`config.mk`:
```
export PLATFORM = sky130hd
export DESIGN_NAME = multi_client_expiry_timer_core_flat
export DESIGN_NICKNAME = d
export VERILOG_FILES = /design/src/rtl/core/mcet_pkg.sv /design/src/rtl/core/mcet_in_if.sv /design/src/rtl/core/mcet_out_if.sv /design/src/rtl/core/mcet_cfg_if.sv /design/src/rtl/core/mcet_ram.sv /design/src/rtl/core/mcet_scan.sv /design/src/rtl/core/multi_client_expiry_timer_core.sv /design/src/flat_wrapper.sv
export SDC_FILE = /design/constraint.sdc
export NUM_CORES = 1
export LEC_CHECK = 0
export BUFFER_PORTS_ARGS = -buffer_cell sky130_fd_sc_hd__buf_2
export CORE_MARGIN = 5
export CORE_UTILIZATION = 48
export CTS_BUF_LIST = sky130_fd_sc_hd__clkbuf_8
export DETAILED_ROUTE_END_ITERATION = 8
export PLACE_DENSITY = 0.67
export SLEW_MARGIN = 20
export SYNTH_ARGS = -nofsm -noshare
export SYNTH_HDL_FRONTEND = slang
export SYNTH_HIERARCHICAL = 1
export SYNTH_SLANG_ARGS = --single-unit
export TNS_END_PERCENT = 5
```
`constraint.sdc`:
```
create_clock -name i_clk -period 5.83 [get_ports i_clk]
set_clock_uncertainty 0.2 [all_clocks]
set_input_delay 0 -clock i_clk [delete_from_list [all_inputs] [get_ports i_clk]]
set_output_delay 0 -clock i_clk [all_outputs]
set_load 0.02 [all_outputs]
```
`src/rtl/core/mcet_pkg.sv`:
```
`timescale 1ns / 1ps

package mcet_pkg;

    localparam int NUM_CLIENTS = 8;
    localparam int IDX_W       = (NUM_CLIENTS > 1) ? $clog2(NUM_CLIENTS) : 1;
    localparam int CNT_W       = $clog2(NUM_CLIENTS + 1);
    localparam int TIME_W      = 64;
    localparam int SLEEP_W     = 32;
    localparam int MASK_W      = 8;
    localparam int CLIENT_W    = 3;
    localparam int KIND_W      = 3;

    typedef enum logic [KIND_W-1:0] {
        K_ARM     = 3'd0,
        K_DISABLE = 3'd1,
        K_DIS_ALL = 3'd2,
        K_QUERY   = 3'd3,
        K_DISP    = 3'd4,
        K_CHECK   = 3'd5
    } t_kind;

    typedef struct packed {
        logic             start;
        logic             step;
        logic             query;
        logic             disp;
        logic [IDX_W-1:0] idx;
        logic             en;
        logic             hnd;
    } t_scan_ctl;

    typedef struct packed {
        logic                   found;
        logic [IDX_W-1:0]       earliest;
        logic [SLEEP_W-1:0]     sleep;
        logic [NUM_CLIENTS-1:0] expired;
        logic [NUM_CLIENTS-1:0] called;
    } t_scan_res;

    function automatic logic [MASK_W-1:0] fit_mask(input logic [NUM_CLIENTS-1:0] m);
        logic [NUM_CLIENTS+MASK_W-1:0] t;
        t = {{MASK_W{1'b0}}, m};
        return t[MASK_W-1:0];
    endfunction

    function automatic logic [CLIENT_W-1:0] fit_client(input logic [IDX_W-1:0] c);
        logic [IDX_W+CLIENT_W-1:0] t;
        t = {{CLIENT_W{1'b0}}, c};
        return t[CLIENT_W-1:0];
    endfunction

endpackage

```
`src/rtl/core/mcet_in_if.sv`:
```
`timescale 1ns / 1ps

interface mcet_in_if;
    logic        valid;
    logic        ready;
    logic [2:0]  kind;
    logic [2:0]  client;
    logic [63:0] timeout_us;
    logic [63:0] now_us;

    modport source (output valid, kind, client, timeout_us, now_us, input ready);
    modport sink   (input valid, kind, client, timeout_us, now_us, output ready);
endinterface

```
`src/rtl/core/mcet_out_if.sv`:
```
`timescale 1ns / 1ps

interface mcet_out_if;
    logic        valid;
    logic        ready;
    logic        found;
    logic [2:0]  earliest_client;
    logic [31:0] wait_us;
    logic [7:0]  expired_mask;
    logic [7:0]  called_mask;

    modport source (output valid, found, earliest_client, wait_us, expired_mask,
                    called_mask, input ready);
    modport sink   (input valid, found, earliest_client, wait_us, expired_mask,
                    called_mask, output ready);
endinterface

```
`src/rtl/core/mcet_cfg_if.sv`:
```
`timescale 1ns / 1ps

interface mcet_cfg_if;
    logic       valid;
    logic       ready;
    logic [7:0] handler_present;

    modport source (output valid, handler_present, input ready);
    modport sink   (input valid, handler_present, output ready);
endinterface

```
`src/rtl/core/mcet_ram.sv`:
```
`timescale 1ns / 1ps

module mcet_ram #(
    parameter int WIDTH = 64,
    parameter int DEPTH = 8,
    parameter int AW    = (DEPTH > 1) ? $clog2(DEPTH) : 1
) (
    input  logic             i_clk,
    input  logic             i_we,
    input  logic [AW-1:0]    i_waddr,
    input  logic [WIDTH-1:0] i_wdata,
    input  logic [AW-1:0]    i_raddr,
    output logic [WIDTH-1:0] o_rdata
);

    logic [WIDTH-1:0] r_mem [DEPTH];
    logic [WIDTH-1:0] r_rdata;

    always_ff @(posedge i_clk) begin
        if (i_we) begin
            r_mem[i_waddr] <= i_wdata;
        end
        r_rdata <= r_mem[i_raddr];
    end

    assign o_rdata = r_rdata;

endmodule

```
`src/rtl/core/mcet_scan.sv`:
```
`timescale 1ns / 1ps

module mcet_scan (
    input  logic                           i_clk,
    input  logic                           i_rst_n,
    input  mcet_pkg::t_scan_ctl            i_ctl,
    input  logic [mcet_pkg::TIME_W-1:0]    i_rdata,
    input  logic [mcet_pkg::TIME_W-1:0]    i_now,
    output mcet_pkg::t_scan_res            o_res
);
    import mcet_pkg::*;

    logic                   r_found;
    logic [IDX_W-1:0]       r_earliest;
    logic [TIME_W-1:0]      r_best;
    logic [NUM_CLIENTS-1:0] r_expired;
    logic [NUM_CLIENTS-1:0] r_called;
    logic [TIME_W-1:0]      diff;
    logic [SLEEP_W-1:0]     sleep;
    logic [NUM_CLIENTS-1:0] bit_sel;

    assign bit_sel = NUM_CLIENTS'(1) << i_ctl.idx;

    always_ff @(posedge i_clk) begin
        if (!i_rst_n) begin
            r_found    <= 1'b0;
            r_expired  <= '0;
            r_called   <= '0;
        end else if (i_ctl.start) begin
            r_found    <= 1'b0;
            r_expired  <= '0;
            r_called   <= '0;
        end else if (i_ctl.step) begin
            if (i_ctl.query && i_ctl.en && (!r_found || i_rdata < r_best)) begin
                r_found <= 1'b1;
            end
            if (i_ctl.disp && i_ctl.en && i_rdata <= i_now) begin
                r_expired <= r_expired | bit_sel;
                if (i_ctl.hnd) begin
                    r_called <= r_called | bit_sel;
                end
            end
        end
    end

    always_ff @(posedge i_clk) begin
        if (i_ctl.start) begin
            r_best     <= '0;
            r_earliest <= '0;
        end else if (i_ctl.step && i_ctl.query && i_ctl.en
                     && (!r_found || i_rdata < r_best)) begin
            r_best     <= i_rdata;
            r_earliest <= i_ctl.idx;
        end
    end

    always_comb begin
        diff = r_best - i_now;
        if (!r_found || diff == '0 || diff[TIME_W-1]) begin
            sleep = '0;
        end else if (|diff[TIME_W-1:SLEEP_W]) begin
            sleep = '1;
        end else begin
            sleep = diff[SLEEP_W-1:0];
        end
    end

    assign o_res.found    = r_found;
    assign o_res.earliest = r_found ? r_earliest : '0;
    assign o_res.sleep    = sleep;
    assign o_res.expired  = r_expired;
    assign o_res.called   = r_called;

endmodule

```
`src/rtl/core/multi_client_expiry_timer_core.sv`:
```
`timescale 1ns / 1ps

// Multi-client expiry timer.
// i_cmd carries one command word: kind, client, timeout_us and now_us.
// o_rsp returns exactly one result word for every command, in order.
// i_cfg writes the handler_present mask; write it only while idle.
// Expiry times sit in an 8 x 64 synchronous RAM; enable bits in flops.
// Arm, disable, disable-all and unknown kinds go from S_EXEC to S_FIN;
// check-one reads its single RAM entry in S_SCAN; query and dispatch
// walk the RAM in S_SCAN one entry a cycle, set by the single RAM read
// port.
// One command is in flight at a time; the next is accepted once the
// result is loaded into the output register.
// If the receiver stalls, the result holds in the output register and a
// second finished result waits in the final state until it drains.
// Synchronous reset clears enables, handler mask and the output valid;
// RAM contents are only used for enabled clients, so need no clearing.
module multi_client_expiry_timer_core (
    input  logic       i_clk,
    input  logic       i_rst_n,
    mcet_in_if.sink    i_cmd,
    mcet_out_if.source o_rsp,
    mcet_cfg_if.sink   i_cfg
);
    import mcet_pkg::*;

    typedef enum logic [3:0] {
        S_IDLE = 4'b0001,
        S_EXEC = 4'b0010,
        S_SCAN = 4'b0100,
        S_FIN  = 4'b1000
    } t_state;

    t_state                 r_state, n_state;
    logic [KIND_W-1:0]      r_kind;
    logic [CLIENT_W-1:0]    r_client;
    logic [TIME_W-1:0]      r_dur;
    logic [TIME_W-1:0]      r_now;
    logic [NUM_CLIENTS-1:0] r_en, n_en;
    logic [MASK_W-1:0]      r_hp;
    logic [CNT_W-1:0]       r_idx, n_idx;
    logic                   r_rd_vld, n_rd_vld;
    logic [IDX_W-1:0]       r_rd_idx, n_rd_idx;
    logic                   r_out_vld;
    logic                   r_o_found;
    logic [CLIENT_W-1:0]    r_o_client;
    logic [SLEEP_W-1:0]     r_o_sleep;
    logic [MASK_W-1:0]      r_o_exp;
    logic [MASK_W-1:0]      r_o_call;

    logic [IDX_W+CLIENT_W-1:0]     client_ext;
    logic [IDX_W-1:0]              caddr;
    logic                          in_range;
    logic [NUM_CLIENTS+MASK_W-1:0] hp_ext;
    logic                          ram_we;
    logic [IDX_W-1:0]              ram_raddr;
    logic [TIME_W-1:0]             ram_rdata;
    logic                          load_out;
    t_scan_ctl                     scan_ctl;
    t_scan_res                     scan_res;

    assign client_ext = {{IDX_W{1'b0}}, r_client};
    assign caddr      = client_ext[IDX_W-1:0];
    assign in_range   = 32'(r_client) < NUM_CLIENTS;
    assign hp_ext     = {{NUM_CLIENTS{1'b0}}, r_hp};

    assign i_cmd.ready = (r_state == S_IDLE);
    assign i_cfg.ready = 1'b1;
    assign load_out    = (r_state == S_FIN) && (!r_out_vld || o_rsp.ready);
    assign ram_we      = (r_state == S_EXEC) && (r_kind == K_ARM) && in_range;

    always_comb begin
        n_state  = r_state;
        n_en     = r_en;
        n_idx    = r_idx;
        n_rd_vld = 1'b0;
        n_rd_idx = r_rd_idx;
        ram_raddr = r_idx[IDX_W-1:0];
        case (r_state)
            S_IDLE: begin
                if (i_cmd.valid) begin
                    n_state = S_EXEC;
                end
            end
            S_EXEC: begin
                n_state = S_FIN;
                case (r_kind)
                    K_ARM: begin
                        if (in_range) begin
                            n_en = r_en | (NUM_CLIENTS'(1) << caddr);
                        end
                    end
                    K_DISABLE: begin
                        if (in_range) begin
                            n_en = r_en & ~(NUM_CLIENTS'(1) << caddr);
                        end
                    end
                    K_DIS_ALL: begin
                        n_en = '0;
                    end
                    K_QUERY, K_DISP: begin
                        ram_raddr = '0;
                        n_rd_vld  = 1'b1;
                        n_rd_idx  = '0;
                        n_idx     = CNT_W'(1);
                        n_state   = S_SCAN;
                    end
                    K_CHECK: begin
                        if (in_range) begin
                            ram_raddr = caddr;
                            n_rd_vld  = 1'b1;
                            n_rd_idx  = caddr;
                            n_idx     = CNT_W'(NUM_CLIENTS);
                            n_state   = S_SCAN;
                        end
                    end
                    default: begin
                    end
                endcase
            end
            S_SCAN: begin
                if (32'(r_idx) < NUM_CLIENTS) begin
                    ram_raddr = r_idx[IDX_W-1:0];
                    n_rd_vld  = 1'b1;
                    n_rd_idx  = r_idx[IDX_W-1:0];
                    n_idx     = r_idx + CNT_W'(1);
                end
                if (!r_rd_vld) begin
                    n_state = S_FIN;
                end
            end
            S_FIN: begin
                n_en = r_en & ~scan_res.expired;
                if (load_out) begin
                    n_state = S_IDLE;
                end
            end
            default: begin
                n_state = S_IDLE;
            end
        endcase
    end

    always_ff @(posedge i_clk) begin
        if (!i_rst_n) begin
            r_state   <= S_IDLE;
            r_en      <= '0;
            r_hp      <= '0;
            r_rd_vld  <= 1'b0;
            r_idx     <= '0;
            r_out_vld <= 1'b0;
        end else begin
            r_state  <= n_state;
            r_en     <= n_en;
            r_rd_vld <= n_rd_vld;
            r_idx    <= n_idx;
            if (i_cfg.valid) begin
                r_hp <= i_cfg.handler_present;
            end
            if (load_out) begin
                r_out_vld <= 1'b1;
            end else if (o_rsp.ready) begin
                r_out_vld <= 1'b0;
            end
        end
    end

    always_ff @(posedge i_clk) begin
        r_rd_idx <= n_rd_idx;
        if (i_cmd.valid && i_cmd.ready) begin
            r_kind   <= i_cmd.kind;
            r_client <= i_cmd.client;
            r_dur    <= i_cmd.timeout_us;
            r_now    <= i_cmd.now_us;
        end
        if (load_out) begin
            r_o_found  <= scan_res.found;
            r_o_client <= fit_client(scan_res.earliest);
            r_o_sleep  <= scan_res.sleep;
            r_o_exp    <= fit_mask(scan_res.expired);
            r_o_call   <= fit_mask(scan_res.called);
        end
    end

    assign scan_ctl.start = (r_state == S_EXEC);
    assign scan_ctl.step  = (r_state == S_SCAN) && r_rd_vld;
    assign scan_ctl.query = (r_kind == K_QUERY);
    assign scan_ctl.disp  = (r_kind == K_DISP) || (r_kind == K_CHECK);
    assign scan_ctl.idx   = r_rd_idx;
    assign scan_ctl.en    = r_en[r_rd_idx];
    assign scan_ctl.hnd   = hp_ext[r_rd_idx];

    mcet_ram #(
        .WIDTH (TIME_W),
        .DEPTH (NUM_CLIENTS)
    ) u_expiry_ram (
        .i_clk   (i_clk),
        .i_we    (ram_we),
        .i_waddr (caddr),
        .i_wdata (r_now + r_dur),
        .i_raddr (ram_raddr),
        .o_rdata (ram_rdata)
    );

    mcet_scan u_scan (
        .i_clk   (i_clk),
        .i_rst_n (i_rst_n),
        .i_ctl   (scan_ctl),
        .i_rdata (ram_rdata),
        .i_now   (r_now),
        .o_res   (scan_res)
    );

    assign o_rsp.valid           = r_out_vld;
    assign o_rsp.found           = r_o_found;
    assign o_rsp.earliest_client = r_o_client;
    assign o_rsp.wait_us         = r_o_sleep;
    assign o_rsp.expired_mask    = r_o_exp;
    assign o_rsp.called_mask     = r_o_call;

endmodule

```
`src/flat_wrapper.sv`:
```
// flat-port wrapper written by rule: the top's interface ports become plain ports
module multi_client_expiry_timer_core_flat import mcet_pkg::*;
  (i_clk, i_rst_n, i_cmd_valid, i_cmd_kind, i_cmd_client, i_cmd_timeout_us, i_cmd_now_us, i_cmd_ready, o_rsp_valid, o_rsp_found, o_rsp_earliest_client, o_rsp_wait_us, o_rsp_expired_mask, o_rsp_called_mask, o_rsp_ready, i_cfg_valid, i_cfg_handler_present, i_cfg_ready);
  mcet_in_if i_cmd_i ();
  mcet_out_if o_rsp_i ();
  mcet_cfg_if i_cfg_i ();
  input  logic i_clk;
  input  logic i_rst_n;
  input wire logic [$bits(i_cmd_i.valid)-1:0] i_cmd_valid;
  input wire logic [$bits(i_cmd_i.kind)-1:0] i_cmd_kind;
  input wire logic [$bits(i_cmd_i.client)-1:0] i_cmd_client;
  input wire logic [$bits(i_cmd_i.timeout_us)-1:0] i_cmd_timeout_us;
  input wire logic [$bits(i_cmd_i.now_us)-1:0] i_cmd_now_us;
  output wire logic [$bits(i_cmd_i.ready)-1:0] i_cmd_ready;
  output wire logic [$bits(o_rsp_i.valid)-1:0] o_rsp_valid;
  output wire logic [$bits(o_rsp_i.found)-1:0] o_rsp_found;
  output wire logic [$bits(o_rsp_i.earliest_client)-1:0] o_rsp_earliest_client;
  output wire logic [$bits(o_rsp_i.wait_us)-1:0] o_rsp_wait_us;
  output wire logic [$bits(o_rsp_i.expired_mask)-1:0] o_rsp_expired_mask;
  output wire logic [$bits(o_rsp_i.called_mask)-1:0] o_rsp_called_mask;
  input wire logic [$bits(o_rsp_i.ready)-1:0] o_rsp_ready;
  input wire logic [$bits(i_cfg_i.valid)-1:0] i_cfg_valid;
  input wire logic [$bits(i_cfg_i.handler_present)-1:0] i_cfg_handler_present;
  output wire logic [$bits(i_cfg_i.ready)-1:0] i_cfg_ready;
  assign i_cmd_i.valid = i_cmd_valid;
  assign i_cmd_i.kind = i_cmd_kind;
  assign i_cmd_i.client = i_cmd_client;
  assign i_cmd_i.timeout_us = i_cmd_timeout_us;
  assign i_cmd_i.now_us = i_cmd_now_us;
  assign i_cmd_ready = i_cmd_i.ready;
  assign o_rsp_valid = o_rsp_i.valid;
  assign o_rsp_found = o_rsp_i.found;
  assign o_rsp_earliest_client = o_rsp_i.earliest_client;
  assign o_rsp_wait_us = o_rsp_i.wait_us;
  assign o_rsp_expired_mask = o_rsp_i.expired_mask;
  assign o_rsp_called_mask = o_rsp_i.called_mask;
  assign o_rsp_i.ready = o_rsp_ready;
  assign i_cfg_i.valid = i_cfg_valid;
  assign i_cfg_i.handler_present = i_cfg_handler_present;
  assign i_cfg_ready = i_cfg_i.ready;
  multi_client_expiry_timer_core u_core (.i_clk(i_clk), .i_rst_n(i_rst_n), .i_cmd(i_cmd_i), .o_rsp(o_rsp_i), .i_cfg(i_cfg_i));
endmodule
```
Word-level counts from Yosys, hierarchy flattened

Memories as Yosys holds them, arrays and structs flattened. A register that Yosys moved wholly into a read port is not among the register bits.
Index checks and enable logic that the tools add are counted.

Add/subtract/negate cells: 3
$lt $le $gt $ge: 5
Eq/ne operators: 15
Shifts and indexed selects: 2
Multiplexer cells: 27
Bitwise gates (word level): 8
Reductions and logical operators: 33

Operator list:

| operator            | number |
|---|---|
| $add 64x64->64      | 1 |
| $le 64x64->1        | 1 |
| $logic_not 64->1    | 1 |
| $lt 64x64->1        | 1 |
| $sub 64x64->64      | 1 |
| $mux 32             | 1 |
| $reduce_or 32->1    | 1 |
| $or 8x8->8          | 3 |
| $pmux 8 s3          | 1 |
| $mux 4              | 5 |
| $pmux 3 s2          | 3 |
| $and 8x8->8         | 2 |
| $not 8->8           | 2 |
| $pmux 4 s2          | 2 |
| $pmux 4 s4          | 1 |
| $pmux 8 s2          | 1 |
| $shl 1x3->8 const A | 2 |
| $logic_and 1x1->1   | 11 |
| $reduce_and 3->1    | 3 |
| $mux 1              | 8 |
| $bmux 1 s3          | 2 |
| $eq 3x2->1 const B  | 2 |
| $eq 3x3->1 const B  | 2 |
| $mux 3              | 2 |
| other kinds (22)    | 34 |

Flip-flop bits (word level): 299
RAM bits: 512
Word-level logic and storage cells: 115
Memories: 1

Memories:

| name                      | words | width | rd ports | clocked after Yosys merged registers in | write ports | line           | RTL |
|---|---|---|---|---|---|---|---|
| u_core.u_expiry_ram.r_mem | 8     | 64    | 1        | 1                                       | 1           | mcet_ram.sv:16 | `logic [WIDTH-1:0] r_mem [DEPTH];` |

Logic depth before layout (Yosys ltp)

Gate-level depths: netlist of the first run.

Depth in word-level cells: 5
Depth in mapped cells: 16

Modules after synthesis

Netlist of the first run, hierarchy kept.

Modules (own cells, without submodules):

| module                         | instances | cells each | area an instance (µm²) |
|---|---|---|---|
| mcet_ram                       | 1         | 816        | 20,547.2 |
| mcet_scan                      | 1         | 1,500      | 11,118.2 |
| multi_client_expiry_timer_core | 1         | 930        | 10,985.5 |

Worst setup path before layout of the first run

Ideal clock, no wire load.

Path type: register to register
Start point: reg u_core.r_kind[1]
End point: mem u_core.u_expiry_ram.r_mem[0][0] (enable)
Library setup time: 0.565 ns
Arrival: 5.363 ns
Setup slack: -0.298 ns
Cell stages (with the launch flop): 5
Buffers on the path: 1
Clock period less this slack: 6.128 ns
Path through: edfxtp_1 > clkbuf_1 > nor4_1 > nand2b_1 > nor3_1

Cells in the longest elaborated chain, start to end: 4

RTL lines:

| item                         | line                                  | RTL |
|---|---|---|
| start, declared              | multi_client_expiry_timer_core.sv:35  | `logic [KIND_W-1:0] r_kind;` |
| start signal, assigned       | multi_client_expiry_timer_core.sv:171 | `r_kind <= i_cmd.kind;` |
| $logic_not 3->1              | multi_client_expiry_timer_core.sv:70  | `assign ram_we = (r_state == S_EXEC) && (r_kind == K_ARM) && in_range;` |
| $logic_and 1x1->1            | multi_client_expiry_timer_core.sv:70  |  |
| named net u_core.ram_we      | multi_client_expiry_timer_core.sv:55  | `logic ram_we;` |
| $mux 1                       | mcet_ram.sv:20                        | `if (i_we) begin` |
| $mux 1 (implied by the code) | mcet_ram.sv:21                        | `r_mem[i_waddr] <= i_wdata;` |
| end, declared                | mcet_ram.sv:16                        |  |

The timed path passes the listed nets, and every way through them passes these cells.

Worst setup path after layout of the first run

Start point: reg u_core.r_now[32]
End point: reg u_core.r_o_sleep[0], in the netlist u_core/o_rsp.wait_us[0] (data pin)

Cells in the longest elaborated chain, start to end: 4

RTL lines:

| item                          | line                                  | RTL |
|---|---|---|
| start, declared               | multi_client_expiry_timer_core.sv:38  | `logic [TIME_W-1:0] r_now;` |
| start signal, assigned        | multi_client_expiry_timer_core.sv:174 | `r_now <= i_cmd.now_us;` |
| $sub 64x64->64 *              | mcet_scan.sv:58                       | `diff = r_best - i_now;` |
| $logic_not 64->1              | mcet_scan.sv:59                       | `if (!r_found \|\| diff == '0 \|\| diff[TIME_W-1]) begin` |
| $logic_or 1x1->1 (2 in a row) | mcet_scan.sv:59                       |  |
| end signal, assigned          | multi_client_expiry_timer_core.sv:179 | `r_o_sleep <= scan_res.sleep;` |
| end, declared                 | multi_client_expiry_timer_core.sv:47  | `logic [SLEEP_W-1:0] r_o_sleep;` |

Mark *: on every way between the ends. The rest lies on a longest branch, timed or not.
A chain may end at the register's enable or synchronous reset.

==> results.md, run 1 <==
| Step | Result | This run |
| --- | --- | --- |
| drt | First-iteration detailed-routing DRC count | 2628 |
| drt | First drt pass iteration count | 6 |
| sta | Final hold violation count | 0 |
| clock network | Clock Pin Slew Worst Setup and Hold Paths | 0.06 ns |
| setup path | Number of stages on the worst setup path | 14 |
| drt | Ratio of routed vias to standard cells | 5.79 |
| synth | Predominant post-synthesis flop cell | sky130_fd_sc_hd__edfxtp_1 |
| grt | Final global-route overflow total | 0 |
| sta | Final setup violation count | 0 |
| synth | Proportion of register bits with asynchronous set or reset after synthesis | 0% |
| setup path | Crit-path most repeated cell | sky130_fd_sc_hd__a21oi_1 |
| layout | Fraction of layout cells with a size suffix above 1 | 19.0% |
| min path | Number of instances on the worst hold path | 6 |
| synth | Post-synthesis register bit count | 875 |
| grt | Number of global-route vias before repair | 29.1k |
| synth | Sequential-to-total area share from yosys stat | 57.5% |
| place | Post-DP HPWL | 77.7 mm |
| sta | Final sum of negative setup slack | 0 ns |
| setup path | Path depth of the worst reg2reg path | 14 |
| pwr | Total power per unit cell area | 291 mW/mm^2 |
| clock network | Clock tree buffer depth | 3 |
| outcome | Outcome | complete, no violations |
| sta | Post-route clock period utilization | 85.7% |
| place | GP Congestion | 0.957 |
| setup path | Setup slack of the most critical reg-to-reg path | 0.83 ns |
| synth | Synthesized netlist net count | 3649 |
| grt | Total track usage | 23.8% |
| die | Die area | 0.0949 mm^2 |
| setup path | Cell type of the slowest stage on the worst timing path | sky130_fd_sc_hd__buf_4 |
| sta | Transition time at the pin with the least slew margin | 1.33 ns |
| synth | Synth top area share | 49.4% |
| drt | Antenna Nets Post-Route | 0 |
| place | Number of buffers inserted by port buffering | 200 |
| die | Die height | 308 um |
| setup path | Largest incremental delay on the critical path | 0.48 ns |
| drt | Average routed wire per standard cell | 22.6 um |
| die | Die width | 308 um |
| setup path | Required time of the worst setup path | 6.17 ns |
| synth | Number of enable flip-flop cells after synthesis | 701 |
| synth | Synthesis Warnings | 6 |
| sta | Slew headroom | 11.4% |
| die | Initial standard-cell utilization of the core | 48.3% |
| grt | Antenna violations before repair | 2 |
| setup path | Cell family with most CP delay | simple AND/OR/NAND/NOR gates |
| clock network | Root buffer selected by CTS | sky130_fd_sc_hd__clkbuf_8 |
| setup path | WP buf/inv | 2 |
| clock network | Total CTS buffers | 150 |
| synth | Most area-hungry cell type in the Yosys netlist | sky130_fd_sc_hd__edfxtp_1 |
| sta | Maximum clock rate | 200 MHz |
| grt | Pin count of the biggest net entering global routing | 135 |
| setup path | Endpoint class of the critical path | flop |
| setup path | Highest fanout seen on the critical path | 32 |
| layout | Layout overhead on the synthesized area | 20.2% |
| clock network | Worst skew pair latency | 0.82 ns |
| synth | Synth Area per Inst | 13.1 um^2 |
| sta | Worst Hold Slack | 0.186 ns |
| min path | Path category of the worst min-delay check | input port to flop |
| synth | Synth top area cells | sky130_fd_sc_hd__edfxtp_1 (49%), sky130_fd_sc_hd__dfxtp_1 (8.2%), sky130_fd_sc_hd__ha_1 (7.5%) |
| clock network | Sinks on the clock net | 875 |
| sta | Final Max Tran Viols | 0 |
| die | Floorplan Core Area | 0.0882 mm^2 |
| pwr | Pleak | 19.0 nW |
| setup path | Cell breakdown of the critical path | inv_1 -> ha_1 -> a21oi_1 -> o21ai_1 -> a21oi_1 -> o22ai_1 -> or4_1 -> or3_1 -> a2111o_1 -> nor4_1 -> nand4_1 -> nor4_4 -> buf_4 -> a21oi_1 |
| drt | Via count of the routed design | 29.5k |
| clock network | Post-cts repair resize count | 0 |
| synth | Area of the mapped netlist | 0.0427 mm^2 |
| die | Site Rows | 109 |
| setup path | CP Launch Type | flop |
| flow run | Number of max-cap violations | 0 |
| pwr | Peak supply drop | 0.000299 V |
| drt | Drt total wl | 115 mm |
| drt | Number of DRC violations after detailed routing | 0 |
| setup path | Data arrival time of the critical path | 5.34 ns |
| synth | Unique masters post-synth | 96 |
| clock network | Clock tree from TritonCTS | built |
| sta | Setup repair after global routing missed its margin | no |
| setup path | Critical path class | flop to flop |
| grt | First-pass GRT wire length | 174 mm |
| die | Count of pins on the block boundary | 202 |
| sta | Post-route minimum period | 5.00 ns |
| clock network | CTS H-tree depth | 4 |
| synth | Gate count after technology mapping | 3246 |
| layout | Final-stage net count | 4210 |
-- sequential cells by signal, indices dropped and copies added, names as in the netlist, 8 cells and up --
name / cells
u_core/u_scan/r_called: 8
u_core/o_rsp.expired_mask: 8
u_core/o_rsp.wait_us: 32
u_core/o_rsp.called_mask: 8
u_core/u_scan/r_best: 64
u_core/u_expiry_ram/r_mem: 512
u_core/r_en: 8
u_core/u_expiry_ram/o_rdata: 64
u_core/r_dur: 64
u_core/r_now: 64
u_core/r_hp: 8
u_core/u_scan/r_expired: 8
-- kinds of logic (layout without fill, tap and decap cells) --
group,Yosys count,count (layout),synth area share [%]
AOI/OAI and AO/OA,718,718,11.1
xor gates and xnor gates,106,106,2.18
adders and majority gates,256,256,7.55
buffers and inverters,302,989,2.99
DFF,875,875,57.5
muxes,280,280,10.6
other,1,2,0.00879
and+or+nand+nor,708,708,8.03
-- area by class of cell --
| cell class | instances | area [um^2] |
|---|---|---|
| fill | 6959 | 37000 |
| clock inverter | 104 | 848 |
| antenna | 1 | 2.50 |
| inverter | 165 | 619 |
| tap | 1165 | 1460 |
| sequential | 875 | 24500 |
| clock buffer | 174 | 2390 |
| multi-input combinational | 2069 | 17000 |
| timing repair buffer | 546 | 4440 |
-- final timing paths --
path                                                  end                              startpoint
setup / recovery        u_core/o_rsp.wait_us[0]$_DFFE_PP_              u_core/r_now[32]$_DFFE_PP_
setup reg to reg        u_core/o_rsp.wait_us[0]$_DFFE_PP_              u_core/r_now[32]$_DFFE_PP_
hold / removal    u_core/u_scan/r_expired[1]$_SDFFE_PP0P_                                 i_rst_n
hold reg to reg     u_core/o_rsp.called_mask[5]$_DFFE_PP_  u_core/u_scan/r_called[5]$_SDFFE_PP0P_
-- layout by cell type (no fill, tap or decap), types with 53 or more instances in the layout --
master,instances
sky130_fd_sc_hd__edfxtp_1,701
sky130_fd_sc_hd__mux2_2,68
sky130_fd_sc_hd__ha_1,254
sky130_fd_sc_hd__mux2i_1,80
sky130_fd_sc_hd__nor2_1,217
sky130_fd_sc_hd__dlygate4sd3_1,307
sky130_fd_sc_hd__clkbuf_8,174
sky130_fd_sc_hd__inv_1,202
sky130_fd_sc_hd__nand4_1,91
sky130_fd_sc_hd__a21oi_1,234
sky130_fd_sc_hd__nand2_1,181
sky130_fd_sc_hd__o21ai_0,115
sky130_fd_sc_hd__mux4_2,132
sky130_fd_sc_hd__dfxtp_1,174
sky130_fd_sc_hd__xnor2_1,53
sky130_fd_sc_hd__a21o_1,109
sky130_fd_sc_hd__buf_2,200
sky130_fd_sc_hd__xor2_1,53
-- Yosys cell counts, drive strengths merged (8+ instances only) --
cell / count
mux4: 132
a21oi: 268
o211ai: 18
o21bai: 27
a221oi: 9
nand4: 92
nand2b: 26
o21a: 16
a211oi: 11
ha: 254
nor3: 32
nor4: 14
dfxtp: 174
nor2: 223
and3: 18
mux2: 68
nand3: 38
xnor2: 53
edfxtp: 701
clkbuf: 92
a21boi: 11
a31oi: 16
a2111oi: 10
mux2i: 80
nand2: 183
or3: 12
nor2b: 22
a21o: 109
o31ai: 22
and4: 8
o21ai: 124
o41ai: 9
inv: 165
and2: 15
buf: 45
xor2: 53
-- power by group --
part | total [W] | internal [W] | switching (W)
clock network | 0.00588 | 0.00330 | 0.00259
registers | 0.00727 | 0.00719 | 0.0000782
logic | 0.00178 | 0.000632 | 0.00115
-- worst min-delay path: cells and delay by family --
kind	cells	cell delay [ns]
AND/OR/NAND/NOR	2	0.21
buffers and inverters	3	0.89
AO/OA/AOI/OAI	1	0.05
-- layer usage --
layer,vias up,part of all wire [%],global-route usage [%]
li1,13600,-,-
met4,0,2.8,7.68
met1,14500,43,33.0
met3,197,6.9,4.15
met2,1167,47,38.4
met5,-,0,0
-- timing repair --
action,CTS,global route
setup buffers,0,0
hold buffers,307,0
hold endpoints to repair,363,0
-- stage by stage --
stage | worst slack, ns | utilization, % | std cells | cell area [um^2] | power [W]
final | 0.833 | 58.1 | 5099 | 51200 | 0.0149
after floorplan | -0.297 | - | 3246 | 42700 | 0.00842
after CTS | 0.906 | 58.1 | 5098 | 51200 | 0.0150
after global routing | 0.551 | 58.1 | 5099 | 51200 | 0.0155
after detailed placement | 0.899 | 50.9 | 4513 | 44900 | 0.00897
after global placement | 0.948 | 50.9 | 4513 | 44900 | 0.00895
No activity file was read; power rests on OpenSTA's default activity.
==> inputs of run 2 (changes only) <==
- BUFFER_PORTS_ARGS: -buffer_cell sky130_fd_sc_hd__buf_2 -> unset
- CORE_MARGIN: 5 -> unset
- DONT_BUFFER_PORTS: unset -> 1
- PLACE_DENSITY: 0.67 -> unset
- PLACE_DENSITY_LB_ADDON: unset -> 0.15
==> run 2 against run 1 <==
Net effect:
- sequential power hardly changed
- design area is 2.5% lower
- maximum frequency about the same
- sequential share of layout area up 1.2 points
==> results.md, run 2 (same netlist as run 1, synthesis figures left out) <==
| Step | Result | This run |
| --- | --- | --- |
| pwr | Combinational Power Share | 12.0% |
| pwr | Power Total | 0.0145 W |
| drt | Ratio of routed vias to standard cells | 5.94 |
| clock network | Worst skew pair latency | 0.82 ns |
| clock network | Clock tree buffer depth | 3 |
| setup path | CP Launch Type | flop |
| place | DP Cell Count | 4303 |
| layout | Most frequent standard cell in the layout excluding fill and tap cells | sky130_fd_sc_hd__edfxtp_1 |
| min path | Path category of the worst min-delay check | input port to flop |
| sta | Setup repair after global routing missed its margin | no |
| pwr | Net Sw Frac | 25.7% |
| layout | Number of non-filler instances in the completed layout | 4877 |
| grt | Pin count of the biggest net entering global routing | 75 |
| setup path | Highest fanout seen on the critical path | 32 |
| layout | Core Util, Final | 57.1% |
| clock network | Number of buffers added for setup after CTS | 0 |
| setup path | Required time of the worst setup path | 6.16 ns |
| sta | Worst Slack Setup Final | 0.829 ns |
| drt | Drt total wl | 119 mm |
| place | GP Congestion | 0.965 |
| die | Floorplan Core Area | 0.0874 mm^2 |
| setup path | Critical path class | flop to flop |
| pwr | Peak supply drop | 0.000225 V |
| layout | Final-stage net count | 4000 |
| die | Die area | 0.0901 mm^2 |
| sta | Slew headroom | 30.5% |
| layout | Number of fill cells | 6964 |
| layout | Fraction of layout cells with a size suffix above 1 | 14.0% |
| clock network | Clock Pin Slew Worst Setup and Hold Paths | 0.07 ns |
| sta | Final hold violation count | 0 |
| die | Count of pins on the block boundary | 202 |
| place | Number of buffers inserted by port buffering | 0 |
| setup path | Data arrival time of the critical path | 5.33 ns |
| sta | Final setup violation count | 0 |
| layout | Post-route design area | 0.0500 mm^2 |
| clock network | Root buffer selected by CTS | sky130_fd_sc_hd__clkbuf_8 |
| drt | Number of DRC violations after detailed routing | 0 |
| outcome | Outcome | complete, no violations |
| grt | Final global-route overflow total | 0 |
| layout | Largest register FFs | 512 |
| die | Die width | 300 um |
| setup path | Endpoint class of the critical path | flop |
| layout | Layout overhead on the synthesized area | 17.1% |
| place | Placed cell area | 0.0439 mm^2 |
| place | Pre-CTS setup slack | 0.923 ns |
| sta | Transition time at the pin with the least slew margin | 1.03 ns |
| pwr | Sw power | 0.00374 W |
| flow run | Number of max-cap violations | 0 |
| place | Post-DP HPWL | 82.5 mm |
| pwr | Internal cell power | 0.0108 W |
| drt | Via count of the routed design | 29.0k |
| clock network | CTS H-tree depth | 4 |
| clock network | Sinks on the clock net | 875 |
| sta | Maximum clock rate | 200 MHz |
| clock network | Clock tree from TritonCTS | built |
| sta | Final Max Tran Viols | 0 |
| grt | Antenna violations before repair | 2 |
| clock network | Total CTS buffers | 146 |
| drt | Antenna Nets Post-Route | 0 |
| grt | Number of global-route vias before repair | 29.2k |
| pwr | Total power per unit cell area | 291 mW/mm^2 |
| layout | Leading cell types in the layout, fill and taps excluded | sky130_fd_sc_hd__edfxtp_1 (701), sky130_fd_sc_hd__dlygate4sd3_1 (301), sky130_fd_sc_hd__ha_1 (254) |
| sta | Post-route minimum period | 5.00 ns |
| pwr | Share of total power in the clock network | 38.1% |
| drt | First drt pass iteration count | 6 |
| die | Initial standard-cell utilization of the core | 48.8% |
| die | Die height | 300 um |
| grt | Total track usage | 26.6% |
| pwr | Share of total power in sequential cells | 49.9% |
| layout | Register bank with the most flops | u_core/u_expiry_ram/r_mem |
| grt | First-pass GRT wire length | 180 mm |
| drt | Average routed wire per standard cell | 24.5 um |
| pwr | Pleak | 18.1 nW |
| sta | Post-route clock period utilization | 85.8% |
| drt | First-iteration detailed-routing DRC count | 2430 |
| die | Site Rows | 108 |
[run 2: cell count changes in the layout (fill, tap and decap cells not counted), moves of 2 or more]
cell,previous run,this run
sky130_fd_sc_hd__buf_2,200,0
sky130_fd_sc_hd__clkinv_1,13,22
sky130_fd_sc_hd__clkinv_2,20,14
sky130_fd_sc_hd__buf_4,33,31
sky130_fd_sc_hd__bufinv_16,12,9
sky130_fd_sc_hd__inv_6,4,6
sky130_fd_sc_hd__inv_8,4,0
sky130_fd_sc_hd__clkbuf_8,174,167
sky130_fd_sc_hd__inv_1,202,213
sky130_fd_sc_hd__buf_12,6,8
sky130_fd_sc_hd__clkinvlp_4,10,2
sky130_fd_sc_hd__dlygate4sd3_1,307,301
[run 2: power by group through the flow]
stage	clock (W)	sequential (W)	combinational, W
after detailed placement	0	0.00740	0.00154
after global routing	0.00593	0.00727	0.00190
after floorplan	0	0.00736	0.00107
after CTS	0.00567	0.00727	0.00171
after global placement	0	0.00739	0.00149
final	0.00554	0.00726	0.00174
[run 2: timing repair]
action,4_1_cts,5_1_grt
gates resized for setup,0,0
hold buffers,301,0
endpoints found under the hold margin,363,0
[run 2: through the flow]
step	TNS (ns)	hold WS, ns
CTS	0	0.0323
detailed placement	0	-0.101
global route	0	0.0860
global placement	0	-0.101
floorplan	-19.03	-0.101
finish	0	0.135
[run 2: layer usage]
metal	global-route usage, %	wire length, um
met1	37.0	52700
met2	43.2	57000
met3	4.56	7400
met4	7.41	2410
met5	0	0
[run 2: worst max-delay path, stage by stage (launching register included)]
cell and delay (ns):
sky130_fd_sc_hd__edfxtp_1 0.39, sky130_fd_sc_hd__inv_1 0.10, sky130_fd_sc_hd__ha_1 0.28, sky130_fd_sc_hd__nor2b_1 0.17, sky130_fd_sc_hd__o31a_1 0.26, sky130_fd_sc_hd__o31a_1 0.31, sky130_fd_sc_hd__a311o_1 0.50, sky130_fd_sc_hd__a31oi_1 0.59
sky130_fd_sc_hd__nor2_1 0.16, sky130_fd_sc_hd__o41ai_1 0.65, sky130_fd_sc_hd__nand4_1 0.35, sky130_fd_sc_hd__nor4_4 0.36, sky130_fd_sc_hd__buf_12 0.28, sky130_fd_sc_hd__a21oi_1 0.10
[run 2: final timing paths]
check                                              start                                     to  slack [ns]  cells after the start
setup / recovery               u_core/r_now[2]$_DFFE_PP_      u_core/o_rsp.wait_us[0]$_DFFE_PP_        0.83                     13
hold / removal                          i_cmd_now_us[14]             u_core/r_now[14]$_DFFE_PP_        0.14                      2
setup reg to reg               u_core/r_now[2]$_DFFE_PP_      u_core/o_rsp.wait_us[0]$_DFFE_PP_        0.83                     13
hold reg to reg   u_core/u_scan/r_called[5]$_SDFFE_PP0P_  u_core/o_rsp.called_mask[5]$_DFFE_PP_        0.24                      0
[run 2: cell type report]
cell class / count / area, um^2 / share of cell area, %
well taps: 1155 / 1450 / 2.89
clock buffers: 167 / 2300 / 4.60
inverters: 165 / 619 / 1.24
diodes: 2 / 5.00 / 0.0100
flip-flops and latches: 875 / 24500 / 49.1
multi-input cells: 2069 / 16900 / 33.9
repair buffers: 340 / 3410 / 6.82
clock inverters: 104 / 699 / 1.40
